[config.mk]
export PLATFORM = sky130hd
export DESIGN_NAME = ows_mix
export DESIGN_NICKNAME = d
export VERILOG_FILES = /design/src/rtl/ows_pkg.sv /design/src/rtl/ows_mix.sv
export SDC_FILE = /design/constraint.sdc
export NUM_CORES = 2
export LEC_CHECK = 0
export ABC_AREA = 1
export BUFFER_PORTS_ARGS = -buffer_cell sky130_fd_sc_hd__buf_4
export CAP_MARGIN = 30
export CORE_UTILIZATION = 50
export CTS_BUF_LIST = sky130_fd_sc_hd__clkbuf_8
export CTS_CLUSTER_DIAMETER = 50
export DETAILED_ROUTE_END_ITERATION = 12
export GPL_TIMING_DRIVEN = 0
export PLACE_DENSITY = 0.66
export REMOVE_ABC_BUFFERS = 1
export SETUP_SLACK_MARGIN = 0.1
export SLEW_MARGIN = 20
export SYNTH_ARGS = -nofsm -noshare
export SYNTH_HDL_FRONTEND = slang
export SYNTH_SLANG_ARGS = --single-unit
[constraint.sdc]
create_clock -name clk -period 19.6 [get_ports clk]
set_clock_uncertainty 0.1 [all_clocks]
set_input_delay 3.92 -clock clk [delete_from_list [all_inputs] [get_ports clk]]
set_output_delay 3.92 -clock clk [all_outputs]
set_load 0.02 [all_outputs]
[src/rtl/ows_pkg.sv]
`timescale 1ns / 1ps
// ows_pkg: shared constants, types and elaboration-time table functions for
// the overdrive waveshaper/mix block. No dependencies.
package ows_pkg;

  localparam int SAMPLE_WIDTH_DEF = 24;
  localparam int EXP_DEPTH_DEF    = 256;

  localparam int CFG_ADDR_W = 4;
  localparam int CFG_DATA_W = 32;

  localparam logic [15:0] GAIN_MIN = 16'd256;
  localparam logic [15:0] GAIN_MAX = 16'd51200;
  localparam logic [15:0] MIX_ONE  = 16'd32768;

  typedef enum logic [1:0] {
    REG_DRIVE_GAIN = 2'd0,
    REG_WET_MIX    = 2'd1,
    REG_CLIP_MODE  = 2'd2
  } cfg_reg_t;

  typedef enum logic {
    CLIP_HARD = 1'b0,
    CLIP_SOFT = 1'b1
  } clip_mode_t;

  // Segment of the hard clipping curve
  typedef enum logic [1:0] {
    HARD_LIN  = 2'd0,
    HARD_KNEE = 2'd1,
    HARD_SAT  = 2'd2
  } hard_seg_t;

  // Effective (range-limited) settings seen by the datapath
  typedef struct packed {
    logic [15:0] drive_gain;
    logic [15:0] wet_mix;
    clip_mode_t  clip_mode;
  } ows_cfg_t;

  // Per-entry ratio of the exp table: truncated Taylor series of exp(-q/2^32)
  function automatic logic [63:0] exp_step(input logic [63:0] q);
    logic [63:0] term;
    logic [63:0] step;
    term = 64'd1 << 32;
    step = 64'd1 << 32;
    term = ((term * q) >> 32) / 1;  step = step - term;
    term = ((term * q) >> 32) / 2;  step = step + term;
    term = ((term * q) >> 32) / 3;  step = step - term;
    term = ((term * q) >> 32) / 4;  step = step + term;
    term = ((term * q) >> 32) / 5;  step = step - term;
    term = ((term * q) >> 32) / 6;  step = step + term;
    term = ((term * q) >> 32) / 7;  step = step - term;
    term = ((term * q) >> 32) / 8;  step = step + term;
    term = ((term * q) >> 32) / 9;  step = step - term;
    term = ((term * q) >> 32) / 10; step = step + term;
    term = ((term * q) >> 32) / 11; step = step - term;
    term = ((term * q) >> 32) / 12; step = step + term;
    return step;
  endfunction

  // Table entry pos in Q.32: repeated rounded multiplication by the step
  function automatic logic [32:0] exp_entry(input logic [63:0] step, input int unsigned pos);
    logic [63:0] val;
    val = 64'd1 << 32;
    for (int unsigned i = 0; i < pos; i++) begin
      val = (val * step + (64'd1 << 31)) >> 32;
    end
    return val[32:0];
  endfunction

endpackage

[src/rtl/ows_mix.sv]
`timescale 1ns / 1ps
// ows_mix: stages 9-10, dry/wet products, sum with rounding, and output
// saturation. Depends on ows_pkg.
module ows_mix #(
  parameter int SAMPLE_WIDTH = ows_pkg::SAMPLE_WIDTH_DEF
) (
  input  logic                           clk,
  input  logic                           rst_n,
  input  logic                           en,
  input  ows_pkg::ows_cfg_t              cfg,
  input  logic                           y_valid,
  input  logic [SAMPLE_WIDTH-1:0]        y_mag,
  input  logic signed [SAMPLE_WIDTH-1:0] y_dry,
  output logic                           res_valid,
  output logic signed [SAMPLE_WIDTH-1:0] res_sample
);
  import ows_pkg::*;

  localparam int SW    = SAMPLE_WIDTH;
  localparam int F     = SW - 1;
  localparam int WPW   = SW + 16;
  localparam int DPW   = SW + 17;
  localparam int ACC_W = SW + 18;
  localparam int MixRound = 16384;

  localparam logic signed [SW-1:0] MaxS = {1'b0, {F{1'b1}}};
  localparam logic signed [SW-1:0] MinS = {1'b1, {F{1'b0}}};

  logic [10:9]              v_r;
  logic [15:0]              dmix;
  logic [WPW-1:0]           pw9_r;
  logic signed [DPW-1:0]    pd9_r;
  logic signed [DPW-1:0]    pd9_nxt;
  logic                     neg9_r;
  logic signed [ACC_W-1:0]  pw_ext;
  logic signed [ACC_W-1:0]  pd_ext;
  logic signed [ACC_W-1:0]  acc10_nxt;
  logic signed [ACC_W-1:0]  acc10_r;
  logic signed [ACC_W-1:0]  sh;

  assign dmix    = MIX_ONE - cfg.wet_mix;
  assign pd9_nxt = DPW'($signed({1'b0, dmix})) * DPW'(y_dry);

  // Wet product is unsigned; apply the dry sample's sign here
  assign pw_ext    = $signed(ACC_W'(pw9_r));
  assign pd_ext    = ACC_W'(pd9_r);
  assign acc10_nxt = (neg9_r ? -pw_ext : pw_ext) + pd_ext + ACC_W'(MixRound);

  always_ff @(posedge clk) begin
    if (!rst_n) begin
      v_r <= '0;
    end else if (en) begin
      v_r <= {v_r[9], y_valid};
    end
  end

  always_ff @(posedge clk) begin
    if (en) begin
      pw9_r   <= WPW'(cfg.wet_mix) * WPW'(y_mag);
      pd9_r   <= pd9_nxt;
      neg9_r  <= y_dry[SW-1];
      acc10_r <= acc10_nxt;
    end
  end

  assign sh = acc10_r >>> 15;

  always_comb begin
    if (sh[ACC_W-1:F] == '0 || sh[ACC_W-1:F] == '1) begin
      res_sample = sh[SW-1:0];
    end else begin
      res_sample = sh[ACC_W-1] ? MinS : MaxS;
    end
  end

  assign res_valid = v_r[10];

endmodule

# == Yosys cells after proc, flatten, opt, wreduce, memory -nomap -nowiden ==
# Cells that the tools add are included.
# totals
out_inout_bits,25
ff_bits,126
# op_classes
n_mux,3
n_eq_ne,1
add_sub_neg,4
reduce_logical,2
mul,2
# op_table
op,n
2-to-1 mux 24 bit,2
"adder 42 x 16 -> 42 bit, second input constant",1
adder 42 x 41 -> 42 bit,1
2-to-1 mux 42 bit,1
negation 40 -> 42 bit,1
multiplier 17 x 24 -> 41 bit,1
multiplier 16 x 24 -> 40 bit,1
"== test 19 bit, second input constant",1
logical NOT 19 bit,1
"subtractor 16 bit, first input constant",1
logical OR 1 bit,1

# == Depth between registers and ports, before layout ==
# logic_depth
word_depth,4
ltp_mapped,38
ltp_nobuf,34

# == Least setup slack after synthesis ==
# No wires, ideal clock.
# synth_path
kind,input to register
from,input cfg[1] (netlist name)
to,"register pd9_r[26], data pin"
n_path_buf,4
setup_time_ns,0.253
arrival_time_ns,10.002
t_required_ns,19.247
stages,29
setup_slack_ns,9.246
path_cell_list,buf_2 > clkbuf_1 > clkbuf_1 > inv_1 > ha_1 > nand2_1 > nor2_1 > inv_1 > nand2_1 > nand2_1 > clkinv_1 > clkbuf_1 > nand2_1 > fa_1 > fa_1 > fa_1 > inv_1 > fa_1 > fa_1 > inv_1 > fa_1 > inv_1 > ha_1 > nand2_1 > nor4_1 > inv_1 > or2_2 > nand4_1 > nand2_1
# synth_between
elab_chain_cells,2
# synth_lines
element,line_no,rtl
from (decl),ows_mix.sv:10,"input ows_pkg::ows_cfg_t cfg,"
subtractor 16 bit,ows_mix.sv:41,assign dmix = MIX_ONE - cfg.wet_mix;
multiplier 17 x 24 -> 41 bit,ows_mix.sv:42,"assign pd9_nxt = DPW'($signed({1'b0, dmix})) * DPW'(y_dry);"
named net pd9_nxt[26],ows_mix.sv:33,logic signed [DPW-1:0] pd9_nxt;
to (signal assigned),ows_mix.sv:60,pd9_r <= pd9_nxt;
to (decl),ows_mix.sv:32,logic signed [DPW-1:0] pd9_r;
# The timed path passes the listed nets, and every way through them passes these cells.
# A chain may end at the register's enable or synchronous reset.

# == Worst setup path after layout ==
# layout_path
from,input cfg[1] (netlist name)
to,"register pd9_r[27], data pin"
# The elaborated chain is that of the path after synthesis.

==> impl_metrics.ini <==
[status]
status = finished, final reports clean

[final_layout]
area_delta_synth_final_pct = 4.52
num_antenna_cells = 0
drive_above_1_share_pct = 3.41
finalNetCount = 5837

[synthesis]
ys_seq_area_share_pct = 9.17
synth_simple_gate_area_share_pct = 21.4
synth_cell_types = 43
yosysTopAreaCell = fa_1
synth_adder_area_share_pct = 48.0
yosys.area.top_type_share_pct = 37.8
synth.area.mux_share_pct = 0
synth-xor-area-share_pct = 2.28
synth_edf_count = 109
synth-compound-area-share_pct = 4.45
synthFlopType = edfxtp_1
synth-seq-cells = 111
syn_area_um2 = 36100
async_reset_ff_share_pct = 0
ys_top_cells_by_area = fa_1 (38%), nand2_1 (13%), inv_1 (13%), ha_1 (10%), edfxtp_1 (9.1%)
synth_top_family_by_area = adder cells
synthMostInstantiatedCell = nand2_1
avgSynthCellArea_um2 = 7.50
synth_common_cells = nand2_1 (1239), inv_1 (1232), fa_1 (683), nor2_1 (444), ha_1 (294)
yosysWarnings = 0
synthesis.instances = 4817

[routing]
routed_wl_mm = 98.7
drc = 0
vias_per_cell = 5.18
drtIter0Drc = 1977
vias = 29700
avgRoutedWirePerCell_um = 17.2
dr.pass1.iters = 7
antenna_left = 0

[global_routing]
grt_overflow = 0
track_usage_pct = 27.8
grt-busiest-layer = met2
grt_pass1_vias = 30600
grt_use_met2_pct = 47.0
grt_pass1_wl_mm = 161
grt.met3_usage_pct = 2.93
grt_max_degree = 113
antenna_found_initial = 0
met1_usage_pct = 38.8

[placed_design]
hpwl_mm = 82.6
numPortBuffers = 92
pre_cts_ws_ns = 7.68
gp_congestion = 0.978

[critical_path]
criticalPathCategory = in -> reg
cpMostUsedCell = nand2_1
worstRegToRegCells = 20
cpPeakStageDelay_ns = 0.77
crit_fanout = 50
crit_arrival_ns = 11.49
critPathLaunchType = input port
required_ns = 19.76
critPathSlowestCell = clkinv_1
cp-end-kind = register

[sta]
fin_crit_sh_pct = 57.8
rsz0062_at_grt = false
worst_pin_slew_ns = 1.07
setup_violations = 0
tns_ns = 0
final.setup.worst_slack_ns = 8.27
maxSlewViolCount = 0
relSlewSlack_pct = 28.3
fmax_mhz = 88.2
finalHoldViolations = 0
layout_min_cycle_time_ns = 11.33

[clock_tree]
post_cts_buffers = 0
cts_tree = done
cts-resized-gates = 0
clock_path_buffers = 2
root_buffer = clkbuf_8
clk_latency_ns = 0.43
cts_made_buffers = 9
cts_max_level = 3
hold_buffers = 0
path_clk_slew_ns = 0.13
cts.sinks = 111

[hold_path]
whs_path_depth = 2
hp-class = reg -> reg

[floorplanning]
rows = 98
die_h_um = 271
die_area_um2 = 73400
fp.dieW_um = 271
coreArea_um2 = 71500
start_util_pct = 50.6
boundaryPins = 110

[run]
cap_violations = 0
[per-stage QoR]
stage	area (µm²)	util [%]	hold slack, ns	cells
global route	37800	52.8	0.472	5730
CTS	37700	52.7	0.408	5726
detailed placement	37500	52.4	0.386	5710
floorplan	35500	-	0.348	4663
finish	37800	52.8	0.400	5730
global placement	37400	52.3	0.381	5705
[kinds of logic after synthesis]
group | count (synthesis)
AO/OA/AOI/OAI | 305
XOR/XNOR | 94
adder cells (fa/ha/maj) | 977
buffers and inverters | 1400
flip-flops | 111
AND/OR/NAND/NOR | 1930
[routing by layer]
metal	vias up	wire, µm
met5	-	0
met3	126	5790
met4	0	1910
met1	14600	43700
li1	14000	-
met2	929	47300
[critical path, delay by kind of cell]
| family | cells | cell delay (ns) |
|---|---|---|
| buffers and inverters | 8 | 1.83 |
| AND/OR/NAND/NOR | 12 | 1.76 |
| XOR/XNOR | 1 | 0.22 |
| adder cells (fa/ha/maj) | 8 | 3.66 |
[layout by cell type (no fill, tap or decap), types with 3 or more instances in the layout]
cell type	n
nor3_1	25
inv_2	5
edfxtp_1	109
buf_4	91
nand2_4	3
clkinv_1	8
o21ai_0	122
inv_12	3
buf_8	5
nand2_2	16
nand3_1	121
nor4_1	7
inv_1	1232
fa_1	683
clkbuf_8	9
nand4_1	53
nand2_1	1239
ha_1	294
a21o_1	5
a21oi_1	148
xor2_1	75
nor2_1	444
a31oi_1	4
xnor2_1	18
o21bai_1	16
nand3b_1	4
or2_2	11
buf_6	4
[cell type report]
cell class	count	area [µm²]
fillers	7029	33700
multi-input cells	3306	27500
inverters	1246	4680
flip-flops and latches	111	3310
well taps	950	1190
repair buffers	101	831
clock buffers	9	124
clock inverters	7	104
[final timing paths]
check,startpoint,end,slack (ns)
worst min-delay path,v_r[9]$_SDFFE_PN0P_,v_r[10]$_SDFFE_PN0P_,0.40
worst min register to register,v_r[9]$_SDFFE_PN0P_,v_r[10]$_SDFFE_PN0P_,0.40
worst max register to register,pw9_r[0]$_DFFE_PP_,acc10_r[41]$_DFFE_PP_,15.24
worst max-delay path,cfg[1],pd9_r[27]$_DFFE_PP_,8.27
[state kept, by name, indices dropped and copies added (netlist names)]
register and count:
acc10_r 27, pw9_r 40, v_r 2, neg9_r 1
pd9_r 41
Power is not shown: default switching activity piles up to over one toggle a cycle in this logic, so the estimate is an artifact.
