<file path="src/rtl/ows_pkg.sv">
`timescale 1ns / 1ps
// ows_pkg: shared constants, types and elaboration-time table functions for
// the overdrive waveshaper/mix block. No dependencies.
package ows_pkg;

  localparam int SAMPLE_WIDTH_DEF = 24;
  localparam int EXP_DEPTH_DEF    = 256;

  localparam int CFG_ADDR_W = 4;
  localparam int CFG_DATA_W = 32;

  localparam logic [15:0] GAIN_MIN = 16'd256;
  localparam logic [15:0] GAIN_MAX = 16'd51200;
  localparam logic [15:0] MIX_ONE  = 16'd32768;

  typedef enum logic [1:0] {
    REG_DRIVE_GAIN = 2'd0,
    REG_WET_MIX    = 2'd1,
    REG_CLIP_MODE  = 2'd2
  } cfg_reg_t;

  typedef enum logic {
    CLIP_HARD = 1'b0,
    CLIP_SOFT = 1'b1
  } clip_mode_t;

  // Segment of the hard clipping curve
  typedef enum logic [1:0] {
    HARD_LIN  = 2'd0,
    HARD_KNEE = 2'd1,
    HARD_SAT  = 2'd2
  } hard_seg_t;

  // Effective (range-limited) settings seen by the datapath
  typedef struct packed {
    logic [15:0] drive_gain;
    logic [15:0] wet_mix;
    clip_mode_t  clip_mode;
  } ows_cfg_t;

  // Per-entry ratio of the exp table: truncated Taylor series of exp(-q/2^32)
  function automatic logic [63:0] exp_step(input logic [63:0] q);
    logic [63:0] term;
    logic [63:0] step;
    term = 64'd1 << 32;
    step = 64'd1 << 32;
    term = ((term * q) >> 32) / 1;  step = step - term;
    term = ((term * q) >> 32) / 2;  step = step + term;
    term = ((term * q) >> 32) / 3;  step = step - term;
    term = ((term * q) >> 32) / 4;  step = step + term;
    term = ((term * q) >> 32) / 5;  step = step - term;
    term = ((term * q) >> 32) / 6;  step = step + term;
    term = ((term * q) >> 32) / 7;  step = step - term;
    term = ((term * q) >> 32) / 8;  step = step + term;
    term = ((term * q) >> 32) / 9;  step = step - term;
    term = ((term * q) >> 32) / 10; step = step + term;
    term = ((term * q) >> 32) / 11; step = step - term;
    term = ((term * q) >> 32) / 12; step = step + term;
    return step;
  endfunction

  // Table entry pos in Q.32: repeated rounded multiplication by the step
  function automatic logic [32:0] exp_entry(input logic [63:0] step, input int unsigned pos);
    logic [63:0] val;
    val = 64'd1 << 32;
    for (int unsigned i = 0; i < pos; i++) begin
      val = (val * step + (64'd1 << 31)) >> 32;
    end
    return val[32:0];
  endfunction

endpackage

</file>
<file path="src/rtl/ows_drive.sv">
`timescale 1ns / 1ps
// ows_drive: stages 1-3, magnitude of the dry sample, gain multiply and
// rounding to the driven magnitude. Depends on ows_pkg.
module ows_drive #(
  parameter int SAMPLE_WIDTH = ows_pkg::SAMPLE_WIDTH_DEF
) (
  input  logic                           clk,
  input  logic                           rst_n,
  input  logic                           en,
  input  ows_pkg::ows_cfg_t              cfg,
  input  logic                           in_valid,
  input  logic signed [SAMPLE_WIDTH-1:0] sample_in,
  output logic                           a_valid,
  output logic [SAMPLE_WIDTH+7:0]        a_mag,
  output logic signed [SAMPLE_WIDTH-1:0] a_dry
);
  import ows_pkg::*;

  localparam int SW = SAMPLE_WIDTH;
  localparam int PW = SW + 16;

  logic [3:1]            v_r;
  logic signed [SW-1:0]  dry_r [1:3];
  logic [SW-1:0]         mag1_r;
  logic [SW-1:0]         mag1_nxt;
  logic [PW-1:0]         prod2_r;
  logic [PW-1:0]         prod2_nxt;
  logic [PW-1:0]         rnd3;
  logic [SW+7:0]         a3_r;

  // Negating the most negative code wraps to 2^(SW-1), the right magnitude
  assign mag1_nxt  = sample_in[SW-1] ? $unsigned(-sample_in) : $unsigned(sample_in);
  assign prod2_nxt = PW'(mag1_r) * PW'(cfg.drive_gain);
  assign rnd3      = prod2_r + PW'(128);

  always_ff @(posedge clk) begin
    if (!rst_n) begin
      v_r <= '0;
    end else if (en) begin
      v_r <= {v_r[2:1], in_valid};
    end
  end

  always_ff @(posedge clk) begin
    if (en) begin
      dry_r[1] <= sample_in;
      dry_r[2] <= dry_r[1];
      dry_r[3] <= dry_r[2];
      mag1_r   <= mag1_nxt;
      prod2_r  <= prod2_nxt;
      a3_r     <= rnd3[PW-1:8];
    end
  end

  assign a_valid = v_r[3];
  assign a_mag   = a3_r;
  assign a_dry   = dry_r[3];

endmodule

</file>
<file path="config.mk">
export PLATFORM = sky130hd
export DESIGN_NAME = ows_drive
export DESIGN_NICKNAME = d
export VERILOG_FILES = /design/src/rtl/ows_pkg.sv /design/src/rtl/ows_drive.sv
export SDC_FILE = /design/constraint.sdc
export NUM_CORES = 1
export LEC_CHECK = 0
export ABC_AREA = 1
export BUFFER_PORTS_ARGS = -buffer_cell sky130_fd_sc_hd__clkbuf_2
export CORE_ASPECT_RATIO = 0.9
export CORE_UTILIZATION = 57
export DETAILED_ROUTE_END_ITERATION = 16
export GPL_TIMING_DRIVEN = 0
export PLACE_DENSITY = 0.78
export SYNTH_ARGS = -nofsm -noshare
export SYNTH_HDL_FRONTEND = slang
export SYNTH_SLANG_ARGS = --single-unit
</file>
<file path="constraint.sdc">
create_clock -name clk -period 6.05 [get_ports clk]
set_input_delay 0.3025 -clock clk [delete_from_list [all_inputs] [get_ports clk]]
set_output_delay 0.3025 -clock clk [all_outputs]
set_load 0.02 [all_outputs]
</file>
### Word-level counts from Yosys, hierarchy flattened

Memory sizes are Yosys's and may differ from the RTL's.
Index checks and enable logic that the tools add are counted.

| cells by class | value |
|---|---|
| div/mod/pow operators | 0 |
| multiplexer cells | 3 |
| shift operators | 0 |
| bitwise operators | 0 |
| equal/unequal tests | 0 |
| magnitude comparators | 0 |
| multiply operators | 1 |
| reductions and logical operators | 0 |
| add/subtract/negate cells | 2 |

Operator list:

| kind | number |
|---|---|
| 40-bit by 8-bit adder with 40-bit output, second input constant | 1 |
| 24-bit by 16-bit multiplier with 40-bit output | 1 |
| 24-bit negator | 1 |
| 23-bit 2-to-1 mux | 1 |
| 1-bit 2-to-1 mux | 2 |

| word-level totals | value |
|---|---|
| bits in registers | 99 |
| logic and storage cells | 12 |
| input bits | 61 |
| memory bits (read-only) | 0 |
| memories kept | 1 |
| latch bits | 0 |
| memory bits (writable) | 72 |

Memory list:

| name | depth | width | read ports | clocked after Yosys merged registers in | wr ports | RTL line | text |
|---|---|---|---|---|---|---|---|
| dry_r | 3 | 24 | 3 | 0 | 3 | ows_drive.sv:23 | `logic signed [SW-1:0] dry_r [1:3];` |

### Depth between registers and ports, before layout

| depth | value |
|---|---|
| depth in word-level cells | 2 |
| mapped depth | 27 |

### Worst setup path after synthesis

OpenSTA, ideal clock, no wires.

| path | value |
|---|---|
| path kind | register to register |
| start point | register mag1_r[16] |
| end point | register prod2_r[35] (data pin) |
| library setup time | 0.252 ns |
| path buffers | 2 |
| slack | 0.426 ns |
| cell stages (with the launch flop) | 24 |
| arrival time | 5.372 ns |
| cells stage by stage | edfxtp_1 -> clkbuf_1 -> clkbuf_1 -> nand2_1 -> fa_1 -> inv_1 -> fa_1 -> inv_1 -> fa_1 -> inv_1 -> fa_1 -> fa_1 -> inv_1 -> fa_1 -> inv_1 -> ha_1 -> a21oi_1 -> o21ai_0 -> a21oi_1 -> nor2_1 -> nor3_1 -> nand2_1 -> nand2_1 -> nand2_1 |

| on the way | value |
|---|---|
| cells in the longest elaborated chain, start to end | 1 |

Ends and longest elaborated chain:

| what | RTL line | text |
|---|---|---|
| from (decl) | ows_drive.sv:24 | `logic [SW-1:0] mag1_r;` |
| from (signal assigned) | ows_drive.sv:49 | `mag1_r <= mag1_nxt;` |
| 24-bit by 16-bit multiplier with 40-bit output | ows_drive.sv:33 | `assign prod2_nxt = PW'(mag1_r) * PW'(cfg.drive_gain);` |
| named net prod2_nxt[35] | ows_drive.sv:27 | `logic [PW-1:0] prod2_nxt;` |
| to (signal assigned) | ows_drive.sv:50 | `prod2_r <= prod2_nxt;` |
| to (decl) | ows_drive.sv:26 | `logic [PW-1:0] prod2_r;` |

The timed path passes the listed nets, and every way through them passes these cells.
A chain may end at the register's enable or synchronous reset.

### Final worst setup path

| path | value |
|---|---|
| start point | register mag1_r[18] |
| end point | register prod2_r[36] (data pin) |

The elaborated chain is that of the path after synthesis.

==> parameters.txt <==
Parameter                              Value

Final layout
  Leading cell type in the layout, fill and taps excluded    sky130_fd_sc_hd__inv_1
  Share of post-route cells with drive strength above 1    12.87%
  Final net count    2764
  Inserted Diodes    0
  Leading cell types in the layout, fill and taps excluded    560 x sky130_fd_sc_hd__inv_1, 546 x sky130_fd_sc_hd__nand2_1, 305 x sky130_fd_sc_hd__fa_1, 160 x sky130_fd_sc_hd__edfxtp_1, 117 x sky130_fd_sc_hd__clkbuf_2
  Relative area change from synthesis to final layout    10.88%
  Cell area after layout    21280 um^2

Setup path
  Worst-case register-to-register setup slack    0.06 ns
  Critical register-to-register path startpoint    mag1_r[18]$_DFFE_PP_
  Destination of the worst register-to-register timing path    prod2_r[36]$_DFFE_PP_
  Critical Path Fanout Max    10
  Data arrival time of the worst path    6.27 ns
  R2R depth    19
  Classification of the worst setup path    flop to flop
  Required time reported for the critical path endpoint    6.33 ns
  Endpoint kind of the worst setup timing path    flop
  Worst Setup Start Kind    flop

Logic synthesis
  Synth area leaders    sky130_fd_sc_hd__fa_1 32%, sky130_fd_sc_hd__edfxtp_1 25%, sky130_fd_sc_hd__inv_1 11%, sky130_fd_sc_hd__nand2_1 11%, sky130_fd_sc_hd__ha_1 7.2%
  Dominant cell type by area after synthesis    sky130_fd_sc_hd__fa_1
  Count of flip-flops with a built-in enable after synthesis    160
  Synthesized netlist net count    2623
  Count of state elements after synthesis    163
  Post-synth design cell area    19190 um^2
  Async set-or-reset flop fraction in the synthesized netlist    0%
  Sequential fraction of the synthesis area    25.35%
  Number of cells produced by synthesis    2146
  Number of distinct library cells after synthesis    45
  Share of the synthesized area in the top cell type    31.81%
  Predominant post-synthesis flop cell    sky130_fd_sc_hd__edfxtp_1
  Total number of yosys warnings    0
  Synth Area per Inst    8.943 um^2

Route
  Number of antenna-violating nets in the routed design    0
  Starting DRC count in detailed routing    1244
  Average routed wire per standard cell    18.34 um
  Routed vias    14530
  Final wirelength    49930 um
  DRC violations left    0
  Vias per std cell    5.339
  Drt first pass iters    7

GRT
  Largest net degree at the start of global routing    93
  Global-route met2 utilization    49.24%
  Most Used Layer, Global Route    met2
  Number of global-route vias before repair    14990
  Initial antenna violation count    0
  GRT met1 Usage    40.66%
  Overflow left after global routing    0
  Met3 demand-to-capacity share in global routing    7.030%
  Global Route Usage Sum    30.98%
  First-pass GRT wire length    79180 um

STA
  Final Hold Violating Endpoints    0
  # setup viols final    0
  Final worst-path cycle share    98.97%
  Transition time of the tightest slew-check pin    0.7991 ns
  Worst-case clock skew    0.007597 ns
  Worst rel slew slack    46.73%
  Worst setup margin    0.06256 ns
  Final min period    5.987 ns
  Unrepaired setup endpoints after global routing    true
  F_max    0.1670 GHz
  Final Max Tran Viols    0

Floorplanning
  Top Ports    118
  Area of the placeable core    33030 um^2
  Die Height    176.1 um
  Row cnt    63
  Die Outline Area    34410 um^2
  Width of the chip    195.4 um
  Starting Density    58.11%

Clocking
  Maximum buffer depth of the clock tree    2
  TritonCTS buffer count    17
  Clk_lat worst skew    0.45 ns
  CTS tree    built
  Root buffer cell    sky130_fd_sc_hd__clkbuf_16
  Post-cts hold buffer count    0
  Reg clk slew, reported paths    0.07 ns
  # clock sinks    163
  # H-tree levels    4

Placed design
  Total of buffers placed on input and output ports    100
  Gpl congestion    0.9699
  Cell area reported after detailed placement    20260 um^2
  Placed wire-length estimate after detailed placement    39950 um
  Worst setup slack before clock tree synthesis    -0.6331 ns

Worst hold path
  Capture endpoint of the worst hold path    mag1_r[0]$_DFFE_PP_
  Hold path startpoint    sample_in[0]
  Hold Path Class    input port to flop
  Worst hold stages    1

Flow run
  Count of max-cap constraint violations    0

Run status
  Run status    completed
-- sequential cells by signal, summed over array words and instances (netlist names) --
signal   flops
v_r          3
mag1_r      24
prod2_r     33
dry_r       71
a_mag       32
-- worst max-delay path by stage --
stage / startpoint / endpoint / slack (ns) / cells past startpoint
after floorplan: mag1_r[16]$_DFFE_PP_ / prod2_r[35]$_DFFE_PP_ / 0.43 / 23
after global placement: mag1_r[10]$_DFFE_PP_ / prod2_r[31]$_DFFE_PP_ / -0.58 / 20
after detailed placement: mag1_r[10]$_DFFE_PP_ / prod2_r[31]$_DFFE_PP_ / -0.63 / 20
after CTS: mag1_r[3]$_DFFE_PP_ / prod2_r[36]$_DFFE_PP_ / 0.007 / 22
after global routing: mag1_r[12]$_DFFE_PP_ / prod2_r[36]$_DFFE_PP_ / -0.12 / 22
final: mag1_r[18]$_DFFE_PP_ / prod2_r[36]$_DFFE_PP_ / 0.06 / 19
-- what timing repair did --
item / CTS / global route
resized for setup: 34 / 97
buffers inserted: 12 / 31
endpoints found under the setup margin: 28 / 21
pin swaps: 0 / 4
gates cloned: 0 / 1
-- final cells by class --
class / count / area (um^2)
fillers: 2716 / 11750
flip-flops and latches: 163 / 4865
clock inverters: 14 / 145.1
inverters: 563 / 2113
repair buffers: 145 / 867.1
clock buffers: 18 / 429.2
multi-input cells: 1317 / 11830
plain buffers: 80 / 505.5
well taps: 422 / 528.0
-- cell usage after synthesis (2+ instances only) --
master,instances
sky130_fd_sc_hd__a21boi_0,3
sky130_fd_sc_hd__a21o_1,3
sky130_fd_sc_hd__a21oi_1,48
sky130_fd_sc_hd__a31oi_1,3
sky130_fd_sc_hd__and2_1,3
sky130_fd_sc_hd__and3_1,2
sky130_fd_sc_hd__buf_4,24
sky130_fd_sc_hd__clkbuf_1,79
sky130_fd_sc_hd__dfxtp_1,3
sky130_fd_sc_hd__edfxtp_1,160
sky130_fd_sc_hd__fa_1,305
sky130_fd_sc_hd__ha_1,111
sky130_fd_sc_hd__inv_1,561
sky130_fd_sc_hd__nand2_1,548
sky130_fd_sc_hd__nand2_2,12
sky130_fd_sc_hd__nand3_1,29
sky130_fd_sc_hd__nand3_2,2
sky130_fd_sc_hd__nand3_4,2
sky130_fd_sc_hd__nand4_1,7
sky130_fd_sc_hd__nor2_1,79
sky130_fd_sc_hd__nor2_2,4
sky130_fd_sc_hd__nor2_4,4
sky130_fd_sc_hd__nor3_1,15
sky130_fd_sc_hd__nor3_2,2
sky130_fd_sc_hd__nor4_1,4
sky130_fd_sc_hd__o21a_1,8
sky130_fd_sc_hd__o21ai_0,29
sky130_fd_sc_hd__o21ai_1,3
sky130_fd_sc_hd__o311ai_0,2
sky130_fd_sc_hd__xnor2_1,19
sky130_fd_sc_hd__xor2_1,58
-- worst max-delay path: stages, from the launching register on --
cell	delay (ns)
sky130_fd_sc_hd__edfxtp_1	0.45
sky130_fd_sc_hd__buf_4	0.24
sky130_fd_sc_hd__nand2_1	0.10
sky130_fd_sc_hd__fa_1	0.56
sky130_fd_sc_hd__fa_1	0.52
sky130_fd_sc_hd__fa_1	0.51
sky130_fd_sc_hd__inv_1	0.05
sky130_fd_sc_hd__fa_1	0.51
sky130_fd_sc_hd__fa_1	0.50
sky130_fd_sc_hd__inv_1	0.05
sky130_fd_sc_hd__fa_1	0.48
sky130_fd_sc_hd__inv_1	0.04
sky130_fd_sc_hd__ha_1	0.35
sky130_fd_sc_hd__nand2_1	0.13
sky130_fd_sc_hd__o21ai_0	0.50
sky130_fd_sc_hd__a21oi_1	0.09
sky130_fd_sc_hd__nand3_1	0.29
sky130_fd_sc_hd__nand2_1	0.13
sky130_fd_sc_hd__nand2_1	0.11
sky130_fd_sc_hd__xor2_1	0.20
-- layer usage --
layer  vias up  wire length, um
met5         -                0
met4         0             2031
met3       127             4807
met2       636            22970
met1      7199            20120
li1       6572                -
-- stage by stage --
stage                     cells  utilization (%)  setup TNS, ns  hold slack [ns]
final                      2722            64.43              0          0.04507
after global routing       2722            64.43        -0.2022          0.02192
after CTS                  2692            63.27              0          0.02163
after detailed placement   2669            61.33         -10.45           0.4045
after global placement     2668            61.22         -9.422           0.4009
after floorplan            2146                -              0           0.4003
-- logic make-up (layout without fill, tap and decap cells) --
family / Yosys count / in the layout / synth area share (%)
AO/OA/AOI/OAI: 103 / 103 / 2.986
XOR/XNOR: 77 / 77 / 3.514
adder cells (fa/ha/maj): 416 / 416 / 39.05
buffers and inverters: 666 / 820 / 13.49
flip-flops: 163 / 163 / 25.35
AND/OR/NAND/NOR: 721 / 721 / 15.61
Power is not shown: default switching activity piles up to over one toggle a cycle in this logic, so the estimate is an artifact.
