File: src/rtl/ows_pkg.sv
`timescale 1ns / 1ps
// ows_pkg: shared constants, types and elaboration-time table functions for
// the overdrive waveshaper/mix block. No dependencies.
package ows_pkg;

  localparam int SAMPLE_WIDTH_DEF = 24;
  localparam int EXP_DEPTH_DEF    = 256;

  localparam int CFG_ADDR_W = 4;
  localparam int CFG_DATA_W = 32;

  localparam logic [15:0] GAIN_MIN = 16'd256;
  localparam logic [15:0] GAIN_MAX = 16'd51200;
  localparam logic [15:0] MIX_ONE  = 16'd32768;

  typedef enum logic [1:0] {
    REG_DRIVE_GAIN = 2'd0,
    REG_WET_MIX    = 2'd1,
    REG_CLIP_MODE  = 2'd2
  } cfg_reg_t;

  typedef enum logic {
    CLIP_HARD = 1'b0,
    CLIP_SOFT = 1'b1
  } clip_mode_t;

  // Segment of the hard clipping curve
  typedef enum logic [1:0] {
    HARD_LIN  = 2'd0,
    HARD_KNEE = 2'd1,
    HARD_SAT  = 2'd2
  } hard_seg_t;

  // Effective (range-limited) settings seen by the datapath
  typedef struct packed {
    logic [15:0] drive_gain;
    logic [15:0] wet_mix;
    clip_mode_t  clip_mode;
  } ows_cfg_t;

  // Per-entry ratio of the exp table: truncated Taylor series of exp(-q/2^32)
  function automatic logic [63:0] exp_step(input logic [63:0] q);
    logic [63:0] term;
    logic [63:0] step;
    term = 64'd1 << 32;
    step = 64'd1 << 32;
    term = ((term * q) >> 32) / 1;  step = step - term;
    term = ((term * q) >> 32) / 2;  step = step + term;
    term = ((term * q) >> 32) / 3;  step = step - term;
    term = ((term * q) >> 32) / 4;  step = step + term;
    term = ((term * q) >> 32) / 5;  step = step - term;
    term = ((term * q) >> 32) / 6;  step = step + term;
    term = ((term * q) >> 32) / 7;  step = step - term;
    term = ((term * q) >> 32) / 8;  step = step + term;
    term = ((term * q) >> 32) / 9;  step = step - term;
    term = ((term * q) >> 32) / 10; step = step + term;
    term = ((term * q) >> 32) / 11; step = step - term;
    term = ((term * q) >> 32) / 12; step = step + term;
    return step;
  endfunction

  // Table entry pos in Q.32: repeated rounded multiplication by the step
  function automatic logic [32:0] exp_entry(input logic [63:0] step, input int unsigned pos);
    logic [63:0] val;
    val = 64'd1 << 32;
    for (int unsigned i = 0; i < pos; i++) begin
      val = (val * step + (64'd1 << 31)) >> 32;
    end
    return val[32:0];
  endfunction

endpackage

File: src/rtl/ows_cfg_regs.sv
`timescale 1ns / 1ps
// ows_cfg_regs: APB-style register file (drive gain, wet mix, clip mode)
// and range limiting of the settings. Depends on ows_pkg.
module ows_cfg_regs (
  input  logic                            clk,
  input  logic                            rst_n,
  input  logic                            cfg_psel,
  input  logic                            cfg_penable,
  input  logic                            cfg_pwrite,
  input  logic [ows_pkg::CFG_ADDR_W-1:0]  cfg_paddr,
  input  logic [ows_pkg::CFG_DATA_W-1:0]  cfg_pwdata,
  output logic [ows_pkg::CFG_DATA_W-1:0]  cfg_prdata,
  output logic                            cfg_pready,
  output ows_pkg::ows_cfg_t               cfg_eff
);
  import ows_pkg::*;

  logic [15:0] drive_gain_r;
  logic [15:0] wet_mix_r;
  clip_mode_t  clip_mode_r;
  logic        wr_en;

  assign cfg_pready = 1'b1;
  assign wr_en      = cfg_psel & cfg_penable & cfg_pwrite & cfg_pready;

  always_ff @(posedge clk) begin
    if (!rst_n) begin
      drive_gain_r <= GAIN_MIN;
      wet_mix_r    <= MIX_ONE;
      clip_mode_r  <= CLIP_HARD;
    end else if (wr_en) begin
      unique case (cfg_paddr[CFG_ADDR_W-1:2])
        REG_DRIVE_GAIN: drive_gain_r <= cfg_pwdata[15:0];
        REG_WET_MIX:    wet_mix_r    <= cfg_pwdata[15:0];
        REG_CLIP_MODE:  clip_mode_r  <= clip_mode_t'(cfg_pwdata[0]);
        default: ;
      endcase
    end
  end

  always_comb begin
    unique case (cfg_paddr[CFG_ADDR_W-1:2])
      REG_DRIVE_GAIN: cfg_prdata = {16'd0, drive_gain_r};
      REG_WET_MIX:    cfg_prdata = {16'd0, wet_mix_r};
      REG_CLIP_MODE:  cfg_prdata = {31'd0, clip_mode_r};
      default:        cfg_prdata = '0;
    endcase
  end

  // Clamp gain to 1.0..200.0 and mix to at most 1.0
  always_comb begin
    if (drive_gain_r < GAIN_MIN) begin
      cfg_eff.drive_gain = GAIN_MIN;
    end else if (drive_gain_r > GAIN_MAX) begin
      cfg_eff.drive_gain = GAIN_MAX;
    end else begin
      cfg_eff.drive_gain = drive_gain_r;
    end
    cfg_eff.wet_mix   = (wet_mix_r > MIX_ONE) ? MIX_ONE : wet_mix_r;
    cfg_eff.clip_mode = clip_mode_r;
  end

endmodule

File: config.mk
export PLATFORM = sky130hd
export DESIGN_NAME = ows_cfg_regs
export DESIGN_NICKNAME = d
export VERILOG_FILES = /design/src/rtl/ows_pkg.sv /design/src/rtl/ows_cfg_regs.sv
export SDC_FILE = /design/constraint.sdc
export NUM_CORES = 1
export LEC_CHECK = 0
export ABC_AREA = 1
export BUFFER_PORTS_ARGS = -buffer_cell sky130_fd_sc_hd__clkbuf_2
export CAP_MARGIN = 20
export CORE_MARGIN = 5
export CORE_UTILIZATION = 49
export CTS_BUF_LIST = sky130_fd_sc_hd__clkbuf_16
export CTS_CLUSTER_DIAMETER = 150
export DETAILED_ROUTE_END_ITERATION = 8
export PLACE_DENSITY_LB_ADDON = 0.25
export SKIP_CTS_REPAIR_TIMING = 1
export SLEW_MARGIN = 30
export SYNTH_ARGS = -nofsm -noshare
export SYNTH_HDL_FRONTEND = slang
export SYNTH_SLANG_ARGS = --single-unit
File: constraint.sdc
create_clock -name clk -period 2.1 [get_ports clk]
set_input_delay 0.21 -clock clk [delete_from_list [all_inputs] [get_ports clk]]
set_output_delay 0.21 -clock clk [all_outputs]
set_load 0.05 [all_outputs]
### Word level (Yosys, flattened, before mapping)

Cells that the tools add are included.

* add/subtract/negate cells: 0
* multiply operators: 0
* divide/modulo/power cells: 0
* magnitude comparators: 3
* eq/ne operators: 2
* shift operators: 0
* muxes and demuxes: 4
* bitwise operators: 2
* reduce and logical (&&, ||, !) cells: 4

Operator list (number)
* $mux W16: 3
* $pmux W16 S3: 1
* $gt A16 B16 Y1 const B: 2
* $lt A16 B9 Y1 const B: 1
* $reduce_and A2 Y1: 3
* $and A1 B1 Y1: 2
* $eq A2 B1 Y1 const B: 1
* $eq A2 B2 Y1 const B: 1
* $logic_not A2 Y1: 1

* register bits after elaboration: 33
* bits in latches: 0
* RAM bits: 0
* ROM bits: 0
* input bits: 41
* output and inout bits: 66
* memories: 0

### Logic depth before layout (Yosys ltp)

Gate-level depths: netlist of run 1.

* depth in word-level cells: 3
* mapped depth: 8
* gate-level depth less buffers: 8

### Least setup slack after synthesis of run 1

No wires, ideal clock.

* kind: register to output
* start: reg wet_mix_r[14]
* end: out cfg_eff[7] in the netlist's numbering
* arrival: 1.596 ns
* slack: 0.294 ns
* cell stages (with the launch flop): 7
* buffers on the path: 1
* cell sequence: dfxtp_1 inv_1 nand3_1 nor2_1 nand2_2 buf_6 a21oi_1

RTL lines
* from (decl): line ows_cfg_regs.sv:19 `logic [15:0] wet_mix_r;`
* from (signal assigned): line ows_cfg_regs.sv:34 `REG_WET_MIX: wet_mix_r <= cfg_pwdata[15:0];`
* to (decl): line ows_cfg_regs.sv:14 `output ows_pkg::ows_cfg_t cfg_eff`

==> results of run 1 <==
==> cell type report <==
cell class | instances | area share, %
Multi-Input combinational cell | 180 | 42.1
Inverter | 52 | 7.68
Timing Repair Buffer | 72 | 14.3
Clock inverter | 3 | 2.56
Tap cell | 50 | 2.46
Sequential cell | 33 | 26.0
Clock buffer | 5 | 4.92
==> kinds of logic after synthesis <==
logic type	count (synthesis)
simple gates	65
other cells	2
compound gates	98
flops	33
buf+inv	86
==> power by group <==
group	total, uW	switching (uW)	internal, uW
Sequential	652	11.6	641
Combinational	327	261	66.4
Clock	939	263	677
==> sequential cells by signal, summed over array words and instances, names as in the netlist <==
name          count
drive_gain_r     16
wet_mix_r        16
clip_mode_r       1
==> per-stage QoR <==
step                      area, sq um   TNS, ns  worst slack (ns)
after floorplan                  2170         0             0.294
after CTS                        2540         0             0.113
after global routing             2540  -0.00429          -0.00429
after detailed placement         2350         0             0.432
after global placement           2350         0             0.424
final                            2540         0             0.169
==> worst min-delay path by stage <==
stage / cells past startpoint / startpoint / endpoint
after floorplan: 2 / cfg_pwdata[15] / wet_mix_r[15]
after global placement: 3 / cfg_pwdata[15] / wet_mix_r[15]
after detailed placement: 3 / cfg_pwdata[14] / wet_mix_r[14]
after CTS: 3 / cfg_pwdata[14] / wet_mix_r[14]
after global routing: 3 / cfg_pwdata[15] / wet_mix_r[15]
final: 3 / cfg_pwdata[14] / wet_mix_r[14]
==> tightest hold or removal path, cell delays in order <==
cell and delay (ns):
clkbuf_2 0.08, inv_1 0.07, a21oi_2 0.05
==> layer usage <==
metal  up-vias  part of all wire [%]  global-route usage [%]
met5         -                     0                       0
met4         0                   1.2                    6.99
met3         5                   8.6                    4.75
met2        73                    47                    32.8
met1       880                    43                    25.1
li1       1007                     -                       -
==> cell usage in the layout (no fill, tap or decap), types with 5 or more instances in the layout <==
cell and count:
nand2_1 15, o21ai_1 15, nand3_1 8, inv_1 47, o21ai_0 12, conb_1 17, a21oi_1 21, o22ai_1 13
dfxtp_1 33, inv_2 5, clkbuf_16 5, nor2_1 22, clkbuf_2 71, a21oi_2 29, and2_1 8, o21ai_2 6
==> run_results.csv, run 1 <==
group,metric,value,unit
synth,synth_top_cell_by_area,"dfxtp_1",
sta,report.final.slew_viol_count,0,
detailed_routing,wl,5270,um
setup_path,worst_ep_required_time,1.89,ns
global_route,antenna_found_initial,0,
placed_design,io_buffer_count,71,
clock_network,htree_num_levels,2,
status,status,"completed",
clock_network,cts_buffers,5,
clock_network,clk_latency,0.27,ns
sta,post-route-period-util,91.9,%
setup_path,cp.depth,8,
synth,ys_warn_count,0,
cells_and_area,utilization,62.2,%
sta,relSlewSlack,55.1,%
die,die_x,75.6,um
setup_path,crit_fanout,10,
setup_path,endpoint,"cfg_eff[23]",
synth,ys_seq_area_share,31.3,%
synth,synth_simple_gate_area_share,16.9,%
cells_and_area,drive_gt1_share,38.0,%
synth,syn_inst,284,
global_route,grt_overflow,0,
die,die-area,5720,sq um
global_route,grtUsageTotal,19.8,%
sta,finalSetupViolCount,0,
die,start_util,51.6,%
detailed_routing,wl_per_cell,13.3,um
synth,synth-compound-area-share,30.5,%
cells_and_area,nets,385,
clock_network,cts_tree,"built",
placed_design,dp_cells,387,
die,core-area,4090,sq um
setup_path,reg2reg_depth,2,
setup_path,crit_buf_inv,2,
detailed_routing,via_per_inst,4.97,
clock_network,root_buffer,"clkbuf_16",
power_and_ir_drop,power_density,755,nW/um^2
power_and_ir_drop,ir_drop,0.538,mV
global_route,grt_pass1_wl,8690,um
job,maxCapViolCount,0,
setup_path,critical_path_class,"reg -> out",
cells_and_area,multiInputGateArea,1070,sq um
synth,synth_top_family_by_area,"compound AO/OA/AOI/OAI gates",
global_route,grt_max_degree,34,
sta,tightest_slew,0.673,ns
setup_path,crit_path_end_kind,"primary output",
die,fp.dieH,75.6,um
synth,synth_common_cells,"47 x inv_1, 33 x dfxtp_1, 29 x a21oi_2",
synth,synth_seq_cells,33,
synth,yosysMostFrequentCell,"inv_1",
detailed_routing,via_count,1965,
cells_and_area,seqCellArea,661,sq um
placed_design,hpwl,3890,um
power_and_ir_drop,power.total,1920,uW
detailed_routing,ant_nets,0,
sta,worst_clock_skew,0,ns
synth,yosysTopAreaCellShare,31.3,%
detailed_routing,drt-initial-drc-count,96,
synth,synth_cell_types,29,
setup_path,critical_path.top_delay_family,"simple AND/OR/NAND/NOR gates",
setup_path,critPathLaunch,"drive_gain_r[14]",
synth,synthArstFlopShare,0,%
sta,fmax,518,MHz
setup_path,r2r_slack,1.20,ns
clock_network,clk_pin_slew,0.05,ns
setup_path,worst-endpoint-arrival,1.72,ns
cells_and_area,stdcell_count,395,
global_route,grt_pass1_vias,1925,
die,ios,107,
setup_path,cpPeakStageDelay,0.39,ns
sta,hold_viol_final,0,
clock_network,clockBufferDepth,2,
cells_and_area,antennaDiodeCount,0,
setup_path,r2r-end,"wet_mix_r[15]",
synth,syn_avg_cell_area,7.43,sq um
setup_path,path_cells,"nand2_1 > inv_1 > nand2_1 > nor2_1 > nand2_2 > nand2_2 > and2_1 > clkbuf_2",
worst_hold_path,hold_class,"in -> reg",
cells_and_area,fillerInstances,380,
synth,muxShareOfSynthArea,0,%
synth,synth_xor_area_share,0,%
synth,synth_edf_count,0,
synth,netlist_area,2110,sq um
synth,synth_area_leaders,"dfxtp_1 31%, a21oi_2 12%, inv_1 8.4%",
sta,holdWs,0.178,ns
detailed_routing,dr.pass1.iters,4,
setup_path,worst_setup_path_start_kind,"flop",
setup_path,regToRegStartpoint,"wet_mix_r[15]",
placed_design,gp_congestion,0.802,
detailed_routing,drc_errors,0,
synth,ys.flop_type,"dfxtp_1",
sta,period_minus_slack,1.93,ns
power_and_ir_drop,p_leak,0.00124,uW
setup_path,cp_slowest_cell,"dfxtp_1",
synth,synthAdderAreaFrac,0,%
cells_and_area,syn_to_final_growth,20.5,%
clock_network,numClockSinks,33,
die,core.rowCount,23,
Power figures use the tool's default switching activity.
==> run 2: changes to the inputs <==
Settings changed: BUFFER_PORTS_ARGS -buffer_cell sky130_fd_sc_hd__clkbuf_2 to -buffer_cell sky130_fd_sc_hd__buf_2.
==> run_results.csv, run 2 (synthesized netlist as in run 1, its figures left out) <==
group,metric,value,unit
status,status,"completed",
setup_path,worst-endpoint-arrival,1.75,ns
clock_network,cts_buffers,5,
die,fp.dieH,75.6,um
worst_hold_path,hold-path-cell-count,3,
sta,finalSetupTns,0,ns
setup_path,critPathMostFrequentCell,"nor2_1",
setup_path,worst_ep_required_time,1.89,ns
placed_design,hpwl,3790,um
die,start_util,51.6,%
sta,relSlewSlack,59.9,%
die,die_x,75.6,um
power_and_ir_drop,power_switching,511,uW
sta,report.final.slew_viol_count,0,
power_and_ir_drop,p_leak,0.00125,uW
setup_path,critical_path_class,"reg -> out",
setup_path,reg2reg_depth,3,
clock_network,clk_pin_slew,0.05,ns
power_and_ir_drop,p_comb_share,19.7,%
cells_and_area,nets,385,
power_and_ir_drop,swShare,31.1,%
setup_path,crit_path_end_kind,"primary output",
clock_network,root_buffer,"clkbuf_16",
cells_and_area,antennaDiodeCount,0,
clock_network,clk_latency,0.27,ns
setup_path,cp_slowest_cell,"dfxtp_1",
setup_path,r2r-end,"wet_mix_r[15]",
worst_hold_path,hold-path-endpoint,"wet_mix_r[15]",
sta,worst_clock_skew,0,ns
cells_and_area,final_cell_mix,"71 x buf_2, 50 x inv_1, 33 x dfxtp_1",
detailed_routing,drc_errors,0,
sta,hold_viol_final,0,
die,core.rowCount,23,
job,maxCapViolCount,0,
setup_path,r2r_slack,0.98,ns
global_route,grt_overflow,0,
global_route,grt_pass1_wl,8410,um
sta,setup_slack,0.137,ns
cells_and_area,drive_gt1_share,37.1,%
setup_path,worst_setup_path_start_kind,"flop",
global_route,grt_max_degree,34,
sta,period_minus_slack,1.96,ns
sta,fmax,509,MHz
placed_design,gp_congestion,0.807,
detailed_routing,via_per_inst,4.93,
die,ios,107,
power_and_ir_drop,ir_drop,0.442,mV
setup_path,path_cells,"nor2_1 > nand3_1 > nor2_1 > nand2_2 > a21oi_1 > buf_2",
setup_path,critical_path.top_delay_family,"simple AND/OR/NAND/NOR gates",
placed_design,place_ws,0.457,ns
setup_path,regToRegStartpoint,"wet_mix_r[15]",
power_and_ir_drop,p_int,1130,uW
sta,rsz0062_at_grt,"false",
global_route,grt_pass1_vias,1860,
clock_network,clockBufferDepth,2,
cells_and_area,top_regs,"drive_gain_r: 16 flops, wet_mix_r: 16 flops, clip_mode_r: 1 flops",
clock_network,htree_num_levels,2,
cells_and_area,final_area,2480,sq um
power_and_ir_drop,seqPwrFrac,39.7,%
detailed_routing,ant_nets,0,
sta,post-route-period-util,93.5,%
power_and_ir_drop,clockPowerShare,40.6,%
power_and_ir_drop,power_density,662,nW/um^2
cells_and_area,utilization,60.7,%
sta,tightest_slew,0.601,ns
die,die-area,5720,sq um
clock_network,numClockSinks,33,
detailed_routing,wl,5190,um
setup_path,cpPeakStageDelay,0.32,ns
global_route,antenna_found_initial,0,
detailed_routing,wl_per_cell,13.1,um
power_and_ir_drop,power.total,1640,uW
cells_and_area,mostFrequentLayoutCell,"buf_2",
worst_hold_path,hold_class,"in -> reg",
placed_design,io_buffer_count,71,
clock_network,cts_tree,"built",
detailed_routing,via_count,1949,
setup_path,cp.depth,6,
detailed_routing,dr.pass1.iters,4,
global_route,grtUsageTotal,19.2,%
sta,finalSetupViolCount,0,
die,core-area,4090,sq um
worst_hold_path,min-delay-start,"cfg_pwdata[15]",
setup_path,crit_fanout,15,
placed_design,placed_area,2350,sq um
cells_and_area,syn_to_final_growth,17.7,%
detailed_routing,drt-initial-drc-count,151,
setup_path,crit_buf_inv,1,
run 2: cell types whose count changed in the layout (fill, tap and decap cells not counted), sizes merged:
cell and delta:
buf +71, clkbuf -71, inv +3, bufinv -2, clkinv -1
run 2: stage by stage:
| stage | std cells | hold WS, ns |
|---|---|---|
| 2_1_floorplan | 299 | 0.336 |
| 3_3_place_gp | 387 | 0.439 |
| 3_5_place_dp | 387 | 0.444 |
| 4_1_cts | 395 | 0.165 |
| 5_1_grt | 395 | 0.190 |
| 6_report | 395 | 0.169 |
run 2: routing by layer:
| layer | global-route usage (%) | vias to the layer above | wire (um) |
|---|---|---|---|
| met1 | 26.1 | 862 | 2320 |
| met2 | 30.6 | 73 | 2370 |
| met4 | 6.99 | 0 | 54 |
| met3 | 3.43 | 6 | 440 |
| li1 | - | 1008 | - |
| met5 | 0 | - | 0 |
run 2: worst max path at each step:
stage	startpoint	end	slack [ns]
floorplan	wet_mix_r[14]	cfg_eff[7]	0.29
global placement	wet_mix_r[14]	cfg_eff[7]	0.45
detailed placement	wet_mix_r[14]	cfg_eff[4]	0.46
CTS	wet_mix_r[4]	cfg_eff[4]	0.14
global route	wet_mix_r[4]	cfg_eff[1]	0.005
finish	wet_mix_r[4]	cfg_eff[8]	0.14
run 2: tightest hold or removal path, stage by stage:
cell and delay (ns):
buf_2 0.09, nand2_1 0.05, nand3_1 0.06
run 2: layout make-up:
| cell class | instances | area (sq um) |
|---|---|---|
| fillers | 385 | 1600 |
| multi-input cells | 180 | 1060 |
| flip-flops and latches | 33 | 661 |
| repair buffers | 72 | 363 |
| inverters | 52 | 195 |
| clock buffers | 5 | 125 |
| well taps | 50 | 62.6 |
| clock inverters | 3 | 11.3 |
run 2: power groups by stage:
stage | Combinational (uW) | Clock, uW | Sequential [uW]
after floorplan | 294 | 0 | 661
after global placement | 321 | 0 | 664
after detailed placement | 322 | 0 | 665
after CTS | 323 | 673 | 652
after global routing | 348 | 695 | 654
final | 324 | 667 | 653
==> run 3: changes to the inputs <==
Settings changed: ABC_AREA 1 to not set.
==> run_results.csv, run 3 <==
group,metric,value,unit
detailed_routing,via_count,1976,
cells_and_area,drive_gt1_share,36.6,%
sta,worst_clock_skew,0,ns
die,die-area,5570,sq um
status,violations,"setup timing",
synth,ys.flop_type,"dfxtp_1",
sta,holdWs,0.200,ns
setup_path,path_cells,"or4_4 > or4_4 > a21o_4 > buf_6",
clock_network,clk_latency,0.27,ns
detailed_routing,dr.pass1.iters,4,
synth,netlist_area,2050,sq um
synth,syn_avg_cell_area,8.09,sq um
setup_path,crit_fanout,5,
setup_path,regToRegStartpoint,"drive_gain_r[8]",
worst_hold_path,min-delay-start,"cfg_pwdata[13]",
global_route,grt_overflow,0,
synth,yosysMostFrequentCell,"mux2i_1",
detailed_routing,ant_nets,0,
setup_path,cp_slowest_cell,"or4_4",
global_route,grtUsageTotal,21.2,%
setup_path,critPathLaunch,"drive_gain_r[10]",
cells_and_area,syn_to_final_growth,36.6,%
die,core-area,4030,sq um
cells_and_area,final_cell_mix,"62 x buf_2, 48 x mux2i_1, 47 x nand2_1",
clock_network,numClockSinks,33,
clock_network,cts_tree,"built",
setup_path,cpPeakStageDelay,0.63,ns
detailed_routing,wl,5990,um
power_and_ir_drop,ir_drop,0.305,mV
job,maxCapViolCount,0,
sta,period_minus_slack,2.37,ns
sta,post-route-period-util,113,%
die,ios,107,
setup_path,crit_path_end_kind,"primary output",
detailed_routing,drc_errors,0,
synth,syn_inst,253,
synth,synth_cell_types,30,
cells_and_area,fillerInstances,340,
placed_design,place_ws,-0.0645,ns
synth,yosysTopAreaCellShare,32.3,%
sta,report.final.slew_viol_count,0,
cells_and_area,antennaDiodeCount,0,
clock_network,clockBufferDepth,2,
synth,synth_top_cell_by_area,"dfxtp_1",
synth,synth_edf_count,0,
global_route,grt_max_degree,39,
status,status,"complete, but fails checks",
die,core.rowCount,23,
sta,finalSetupViolCount,9,
cells_and_area,nets,371,
placed_design,gp_congestion,0.850,
die,fp.dieH,74.6,um
sta,setup_slack,-0.265,ns
setup_path,critPathMostFrequentCell,"or4_4",
placed_design,io_buffer_count,71,
synth,ys_seq_area_share,32.3,%
synth,synth_area_leaders,"dfxtp_1 32%, mux2i_1 23%, nand2_1 8.6%",
setup_path,worst-endpoint-arrival,2.16,ns
detailed_routing,via_per_inst,5.19,
clock_network,root_buffer,"clkbuf_16",
die,die_x,74.6,um
global_route,antenna_found_initial,0,
synth,synth_common_cells,"48 x mux2i_1, 47 x nand2_1, 33 x dfxtp_1",
die,start_util,50.8,%
cells_and_area,mostFrequentLayoutCell,"buf_2",
detailed_routing,wl_per_cell,15.7,um
clock_network,htree_num_levels,2,
power_and_ir_drop,p_leak,0.00139,uW
sta,finalSetupTns,-1.91,ns
synth,ys_warn_count,0,
worst_hold_path,hold_class,"in -> reg",
clock_network,cts_buffers,5,
sta,hold_viol_final,0,
setup_path,worst_ep_required_time,1.89,ns
synth,synthArstFlopShare,0,%
power_and_ir_drop,power_density,567,nW/um^2
sta,tightest_slew,0.616,ns
global_route,grt_pass1_vias,1813,
clock_network,clk_pin_slew,0.05,ns
sta,rsz0062_at_grt,"true",
sta,relSlewSlack,58.9,%
cells_and_area,top_regs,"drive_gain_r: 16 flops, wet_mix_r: 16 flops, clip_mode_r: 1 flops",
placed_design,hpwl,4410,um
setup_path,critical_path_class,"reg -> out",
setup_path,worst_setup_path_start_kind,"flop",
global_route,grt_pass1_wl,8910,um
sta,fmax,423,MHz
detailed_routing,drt-initial-drc-count,188,
synth,synth_seq_cells,33,
## run 3: cell count changes after synthesis, sizes merged, moves of 6 or more
cell	before	now
a21oi	50	9
and2	8	2
clkbuf	5	15
inv	52	4
mux2i	0	48
nand2	20	47
nand3	9	1
nor2	27	16
nor2b	0	21
o21ai	33	3
o22ai	13	1
o31ai	0	8
## run 3: kinds of logic (layout without fill, tap and decap cells)
family,after synthesis,count (layout),synth area share (%)
AOI/OAI and AO/OA,24,24,7.34
DFF,33,33,32.3
other,2,17,0.367
buffers and inverters,44,106,12.3
and+or+nand+nor,102,103,24.2
muxes,48,48,23.5
## run 3: worst paths after layout
check,end,slack (ns),cells past startpoint
hold / removal,wet_mix_r[13],0.20,3
hold reg to reg,clip_mode_r,0.50,2
setup reg to reg,drive_gain_r[8],1.23,3
setup / recovery,cfg_eff[28],-0.27,4
## run 3: cell type report
type,count,area (sq um),share of cell area [%]
clock buffer,5,125,4.48
inverter,4,15.0,0.537
multi-input combinational,192,1330,47.6
tap,50,62.6,2.24
timing repair buffer,94,584,20.9
clock inverter,3,12.5,0.448
sequential,33,663,23.7
## run 3: critical path: cells and delay by family (launching register included)
family	cells	cell delay (ns)
simple gates	2	1.18
flops	1	0.31
compound gates	1	0.24
buf+inv	1	0.14
## run 3: report_power, final
group          internal (uW)  switching [uW]  total, uW
combinational           70.2             189        259
clock                    428             256        684
sequential               635            7.18        642
total                   1130             452       1590
## run 3: stage by stage
step	cell area (sq um)	power [uW]	cells	utilization (%)
6_report	2790	1590	381	69.3
5_1_grt	2790	1640	381	69.3
4_1_cts	2690	1580	380	66.8
3_5_place_dp	2550	903	372	63.4
3_3_place_gp	2550	900	372	63.4
2_1_floorplan	2200	872	268	-
## run 3: per-layer routing
layer	track usage, %	vias to the layer above	share of wire (%)
met5	0	-	0
met4	5.73	0	1.2
met3	5.74	8	6.5
met2	35.4	75	50
met1	27.1	926	43
li1	-	967	-
